`config.mk`:
```
export PLATFORM = sky130hd
export DESIGN_NAME = sbd_hash
export DESIGN_NICKNAME = d
export VERILOG_FILES = /design/src/design/sbd_pkg.sv /design/src/design/sbd_hash.sv
export SDC_FILE = /design/constraint.sdc
export NUM_CORES = 1
export LEC_CHECK = 0
export BUFFER_PORTS_ARGS = -buffer_cell sky130_fd_sc_hd__buf_4
export CAP_MARGIN = 20
export CORE_ASPECT_RATIO = 1.25
export CORE_MARGIN = 1
export CORE_UTILIZATION = 30
export DETAILED_ROUTE_END_ITERATION = 10
export PLACE_DENSITY = 0.48
export SLEW_MARGIN = 40
export SYNTH_ARGS = -nofsm -noshare
export SYNTH_HDL_FRONTEND = slang
export SYNTH_SLANG_ARGS = --single-unit
```
`constraint.sdc`:
```
create_clock -name clock -period 9.76 [get_ports clock]
set_clock_uncertainty 0.05 [all_clocks]
set_input_delay 1.952 -clock clock [delete_from_list [all_inputs] [get_ports clock]]
set_output_delay 1.952 -clock clock [all_outputs]
set_load 0.03 [all_outputs]
```
`src/design/sbd_pkg.sv`:
```
package sbd_pkg;

   localparam int VALUE_W = 32;
   localparam int ENTRY_W = VALUE_W + 1;
   localparam int VALID_BIT = VALUE_W;

   localparam logic [VALUE_W-1:0] HASH_MULT = 32'h9E37_79B1;

   typedef enum logic [2:0] {
      ST_CLEAR,
      ST_IDLE,
      ST_HASH,
      ST_PROBE,
      ST_CHECK
   } ctrl_state_type;

   typedef enum logic [2:0] {
      HASH_IDLE,
      HASH_MIX,
      HASH_QUOT,
      HASH_REM,
      HASH_FIX
   } hash_state_type;

endpackage

```
`src/design/sbd_hash.sv`:
```
module sbd_hash #(
   parameter int CAPACITY = 1024
) (
   input  logic                              clock,
   input  logic                              reset,
   input  logic                              start,
   input  logic [sbd_pkg::VALUE_W-1:0]       value,
   output logic                              done,
   output logic [$clog2(CAPACITY)-1:0]       slot
);

   localparam int SLOT_W = $clog2(CAPACITY);
   localparam bit IS_POW2 = (CAPACITY & (CAPACITY - 1)) == 0;
   localparam logic [63:0] RECIP_WIDE = (64'd1 << sbd_pkg::VALUE_W) / 64'(CAPACITY);
   localparam logic [sbd_pkg::VALUE_W-1:0] RECIP = RECIP_WIDE[sbd_pkg::VALUE_W-1:0];
   localparam logic [63:0] CAP_WIDE = 64'(CAPACITY);
   localparam logic [sbd_pkg::VALUE_W-1:0] CAP_W = CAP_WIDE[sbd_pkg::VALUE_W-1:0];

   sbd_pkg::hash_state_type state_ff, state_in;

   logic [sbd_pkg::VALUE_W-1:0]   prod_ff, prod_in;
   logic [sbd_pkg::VALUE_W-1:0]   mix_ff, mix_in;
   logic [sbd_pkg::VALUE_W-1:0]   quot_ff, quot_in;
   logic [SLOT_W:0]               rem_ff, rem_in;
   logic [SLOT_W-1:0]             slot_ff, slot_in;
   logic                          done_ff, done_in;

   logic [sbd_pkg::VALUE_W-1:0]   mixed;
   logic [2*sbd_pkg::VALUE_W-1:0] recip_prod;
   logic [sbd_pkg::VALUE_W-1:0]   quot_mul;
   logic [sbd_pkg::VALUE_W-1:0]   rem_wide;
   logic [SLOT_W:0]               reduced;

   // modulo by reciprocal: quotient estimate is at most one short
   always_comb begin
      mixed      = prod_ff ^ (prod_ff >> 16);
      recip_prod = {{sbd_pkg::VALUE_W{1'b0}}, mix_ff} * {{sbd_pkg::VALUE_W{1'b0}}, RECIP};
      quot_mul   = quot_ff * CAP_W;
      rem_wide   = mix_ff - quot_mul;
      if (rem_ff >= (SLOT_W+1)'(CAPACITY)) begin
         reduced = rem_ff - (SLOT_W+1)'(CAPACITY);
      end else begin
         reduced = rem_ff;
      end
   end

   always_comb begin
      state_in = state_ff;
      unique case (state_ff)
         sbd_pkg::HASH_IDLE: begin
            if (start) begin
               state_in = sbd_pkg::HASH_MIX;
            end
         end
         sbd_pkg::HASH_MIX: begin
            state_in = IS_POW2 ? sbd_pkg::HASH_IDLE : sbd_pkg::HASH_QUOT;
         end
         sbd_pkg::HASH_QUOT: state_in = sbd_pkg::HASH_REM;
         sbd_pkg::HASH_REM:  state_in = sbd_pkg::HASH_FIX;
         sbd_pkg::HASH_FIX:  state_in = sbd_pkg::HASH_IDLE;
         default: state_in = sbd_pkg::HASH_IDLE;
      endcase
   end

   always_comb begin
      prod_in = prod_ff;
      mix_in  = mix_ff;
      quot_in = quot_ff;
      rem_in  = rem_ff;
      slot_in = slot_ff;
      done_in = 1'b0;
      unique case (state_ff)
         sbd_pkg::HASH_IDLE: begin
            if (start) begin
               prod_in = value * sbd_pkg::HASH_MULT;
            end
         end
         sbd_pkg::HASH_MIX: begin
            mix_in = mixed;
            if (IS_POW2) begin
               slot_in = mixed[SLOT_W-1:0];
               done_in = 1'b1;
            end
         end
         sbd_pkg::HASH_QUOT: begin
            quot_in = recip_prod[2*sbd_pkg::VALUE_W-1:sbd_pkg::VALUE_W];
         end
         sbd_pkg::HASH_REM: begin
            rem_in = rem_wide[SLOT_W:0];
         end
         sbd_pkg::HASH_FIX: begin
            slot_in = reduced[SLOT_W-1:0];
            done_in = 1'b1;
         end
         default: ;
      endcase
   end

   always_ff @(posedge clock) begin
      if (reset) begin
         state_ff <= sbd_pkg::HASH_IDLE;
         done_ff  <= 1'b0;
      end else begin
         state_ff <= state_in;
         done_ff  <= done_in;
      end
      prod_ff <= prod_in;
      mix_ff  <= mix_in;
      quot_ff <= quot_in;
      rem_ff  <= rem_in;
      slot_ff <= slot_in;
   end

   assign done = done_ff;
   assign slot = slot_ff;

endmodule

```
* Yosys cells after proc, flatten, opt, wreduce, memory -nomap -nowiden
Cells that the tools add are included.
Cells by class: add/sub/neg operators 2, $mul 1, reductions and logical operators 4, $lt $le $gt $ge 1, bitwise gates (word level) 1, muxes and demuxes 5, eq/ne operators 5
Operators by type and width (number):
- $mul A32 B32 Y27 const B | 1
- $pmux W10 S2 | 1
- $ge A11 B11 Y1 const B | 1
- $sub A11 B11 Y11 | 1
- $xor A11 B11 Y11 | 1
- $mux W10 | 1
- $sub A10 B1 Y10 const B | 1
- $pmux W3 S3 | 1
- $eq A3 B2 Y1 const B | 2
- $eq A3 B1 Y1 const B | 1
- $eq A3 B3 Y1 const B | 1
- $logic_not A3 Y1 | 1
- $mux W3 | 1
- $ne A2 B2 Y1 const B | 1
- $reduce_and A2 Y1 | 1
- $reduce_bool A2 Y1 | 1
- $reduce_or A2 Y1 | 1
- $mux W1 | 1
Storage, ports and cells: output and inout bits 11, flip-flop bits (word level) 64

* Longest topological paths before layout
depth in word-level cells 3, mapped depth 19

* Worst setup path after synthesis
Ideal clock, no wire load.
path kind input to register, from input port value[8] (netlist name), to register prod_ff[25] (netlist name), data pin, cell stages on the path 19, setup slack 2724 ps, buffers on the path 0, data required time 9452 ps, setup time 258 ps, arrival 6729 ps, path through fa_1 > inv_1 > fa_1 > inv_1 > fa_1 > inv_1 > fa_1 > inv_1 > fa_1 > fa_1 > inv_1 > fa_1 > inv_1 > ha_1 > o21a_1 > nor2_1 > a31oi_1 > a31o_2 > xnor2_1
Between the ends: cells in the longest elaborated chain, start to end 1
Ends and longest elaborated chain:
- from (decl) | line sbd_hash.sv:7 | input logic [sbd_pkg::VALUE_W-1:0] value,
- $mul A32 B32 Y27 | line sbd_hash.sv:75 | prod_in = value * sbd_pkg::HASH_MULT;
- to (signal assigned) | line sbd_hash.sv:107 | prod_ff <= prod_in;
- to (decl) | line sbd_hash.sv:21 | logic [sbd_pkg::VALUE_W-1:0] prod_ff, prod_in;
No other way between the ends. A chain may end at the register's enable or synchronous reset.

* Worst setup path after layout
Ends and elaborated chain as after synthesis.

==> impl_metrics.py <==
metrics = {
    "floorplan": {
        "core_mm2": 0.0246,
        "fp.dieH_um": 179,
        "rows": 64,
        "die_w_um": 144,
        "die_area_mm2": 0.0258,
        "start_util": 0.307,
        "io-pin-count": 46,
    },
    "drt": {
        "drc": 0,
        "vias_per_cell": 4.10,
        "vias": 4348,
        "post_drt_wl_per_cell_um": 14.4,
        "ant_nets": 0,
        "drt_pass1_iterations": 4,
        "drt-initial-drc-count": 130,
        "wirelength_um": 15300,
    },
    "sta": {
        "fmax_mhz": 137,
        "finalSetupViolations": 0,
        "maxSlewHeadroom": 0.648,
        "fin_ws_ns": 2.47,
        "fin_crit_sh": 0.747,
        "slew_viol_final": 0,
        "setup_tns_ns": 0,
        "period_needed_ns": 7.29,
        "tightest_slew_ns": 0.528,
        "hold_viol_final": 0,
        "rsz0062_at_grt": "false",
    },
    "placement": {
        "gp_congestion": 0.841,
        "post-place-ws_ns": 2.12,
        "io_buffers": 39,
        "dp_hpwl_um": 13700,
    },
    "cells_and_area": {
        "post-route-util": 0.345,
        "syn_to_final_growth_pct": 12.2,
        "nets": 1017,
        "diodes": 0,
        "drive_gt1_frac": 0.0932,
        "final.fill_count": 2541,
    },
    "clock_network": {
        "h-tree-depth": 2,
        "cts-resized-gates": 0,
        "ctsHoldBuffers": 0,
        "cts_root_buf": "clkbuf_16",
        "clk_latency_ns": 0.28,
        "cts_made_buffers": 5,
        "cts_tree": "yes",
        "postCtsSetupBuffers": 0,
        "cts.path.max_buffers": 2,
        "cts_sinks": 54,
        "clkTransAtPathRegs_ns": 0.07,
    },
    "worst_setup_path": {
        "start_kind": "input port",
        "crit_arrival_ns": 7.26,
        "slowest_delay_ns": 0.54,
        "path_class": "input port to register",
        "crit_top_cell": "fa_1",
        "crit_required_ns": 9.73,
        "cp-end-kind": "register",
        "crit_path_max_fanout": 7,
        "cpMaxStageDelayCell": "fa_1",
        "crit_path_cell_trace": "buf_4, fa_1, inv_1, fa_1, inv_1, fa_1, inv_1, fa_1, inv_1, fa_1, fa_1, inv_1, fa_1, inv_1, ha_1, o21a_1, nor2_1, a31oi_1, a31o_2, xnor2_1",
    },
    "synth": {
        "synth-seq-area-share": 0.209,
        "ys.flop_type": "edfxtp_1",
        "synth_top_cell_by_area": "fa_1",
        "syn-num-nets": 970,
        "ys_ff_latch": 54,
        "ys_top_cells_by_area": "fa_1, ha_1, edfxtp_1",
        "synth.avg_cell_area_um2": 11.1,
        "synth_cell_types": 38,
        "async_flop_share": 0,
        "synth_edf_count": 50,
        "synth.cell_area_mm2": 0.00756,
        "synthCells": 682,
        "synth_top_area_frac": 0.321,
        "yosysWarnings": 0,
    },
    "global_route": {
        "grt_overflow": 0,
        "grt_pass1_vias": 4970,
        "grt_start_max_net_pins": 21,
        "grt_pass1_wl_um": 25500,
        "antenna_found_initial": 0,
        "grtUsageTotal": 0.130,
    },
    "hold_path": {
        "min_path_type": "register to register",
    },
    "run": {
        "cap_violations": 0,
    },
    "outcome": {
        "status": "completed",
    },
}
-- cells by family (layout without fill, tap and decap cells) --
logic type / after synthesis / in the layout / share of synthesized area
AOI/OAI and AO/OA: 40 / 40 / 0.0369
xor gates and xnor gates: 48 / 48 / 0.0556
adders and majority gates: 253 / 253 / 0.539
buffers and inverters: 241 / 289 / 0.120
DFF: 54 / 54 / 0.209
muxes: 10 / 10 / 0.0149
and+or+nand+nor: 36 / 36 / 0.0245
-- metal layers --
layer	vias to the layer above	GRT usage	part of all wire
met4	0	0.0247	0.012
li1	2183	-	-
met5	-	0	0
met3	10	0.00559	0.013
met1	2103	0.162	0.44
met2	52	0.246	0.53
-- cells in the mapped netlist, drive strengths merged, types with 4 or more instances --
master	n
xnor2	30
o21ai	8
inv	240
xor2	18
ha	132
a21o	4
a211oi	4
nor2b	4
edfxtp	50
fa	121
nor2	7
mux2	10
nand2	9
dfxtp	4
a21oi	12
-- cell usage in the layout, fill, tap and decap left out, types with 4 or more instances in the layout --
cell         n
buf_4       41
mux2_2      10
nand2_1      9
clkbuf_16    5
o21ai_0      6
ha_1       132
xor2_1      18
a21oi_1     12
a21o_1       4
xnor2_1     30
inv_1      240
nor2b_1      4
nor2_1       5
dfxtp_1      4
a211oi_1     4
fa_1       121
edfxtp_1    50
-- registers in the layout, indices dropped and copies added, names as in the netlist --
name and count:
slot 10, state_ff 3, prod_ff 20, done 1, rem_ff 10, mix_ff 10
-- worst max-delay path: cells and delay by family --
kind | cells | cell delay [ns]
adders and majority gates | 8 | 3.99
xor gates and xnor gates | 1 | 0.07
and+or+nand+nor | 1 | 0.06
buffers and inverters | 7 | 0.51
AOI/OAI and AO/OA | 3 | 0.66
-- final timing paths --
path          startpoint     endpoint  slack [ns]  cells past startpoint
min reg2reg    mix_ff[3]    rem_ff[3]        0.36                      0
max             value[8]  prod_ff[25]        2.47                     20
min            mix_ff[3]    rem_ff[3]        0.36                      0
max reg2reg  state_ff[2]      slot[1]        8.03                      3
-- stage by stage --
step | hold WS (ns) | std cells | area [µm²]
final | 0.363 | 1060 | 8480
after global routing | 0.375 | 1060 | 8480
after CTS | 0.366 | 1060 | 8480
after detailed placement | 0.356 | 1052 | 8280
after global placement | 0.352 | 1052 | 8280
after floorplan | 0.350 | 682 | 7560
-- cell type report --
cell class / count / area (µm²) / area share
flip-flops and latches: 54 / 1580 / 0.187
inverters: 240 / 901 / 0.106
multi-input cells: 387 / 5080 / 0.599
clock buffers: 5 / 125 / 0.0148
well taps: 330 / 413 / 0.0487
clock inverters: 3 / 68.8 / 0.00812
repair buffers: 41 / 308 / 0.0363
Power is not shown: default switching activity piles up to over one toggle a cycle in this logic, so the estimate is an artifact.
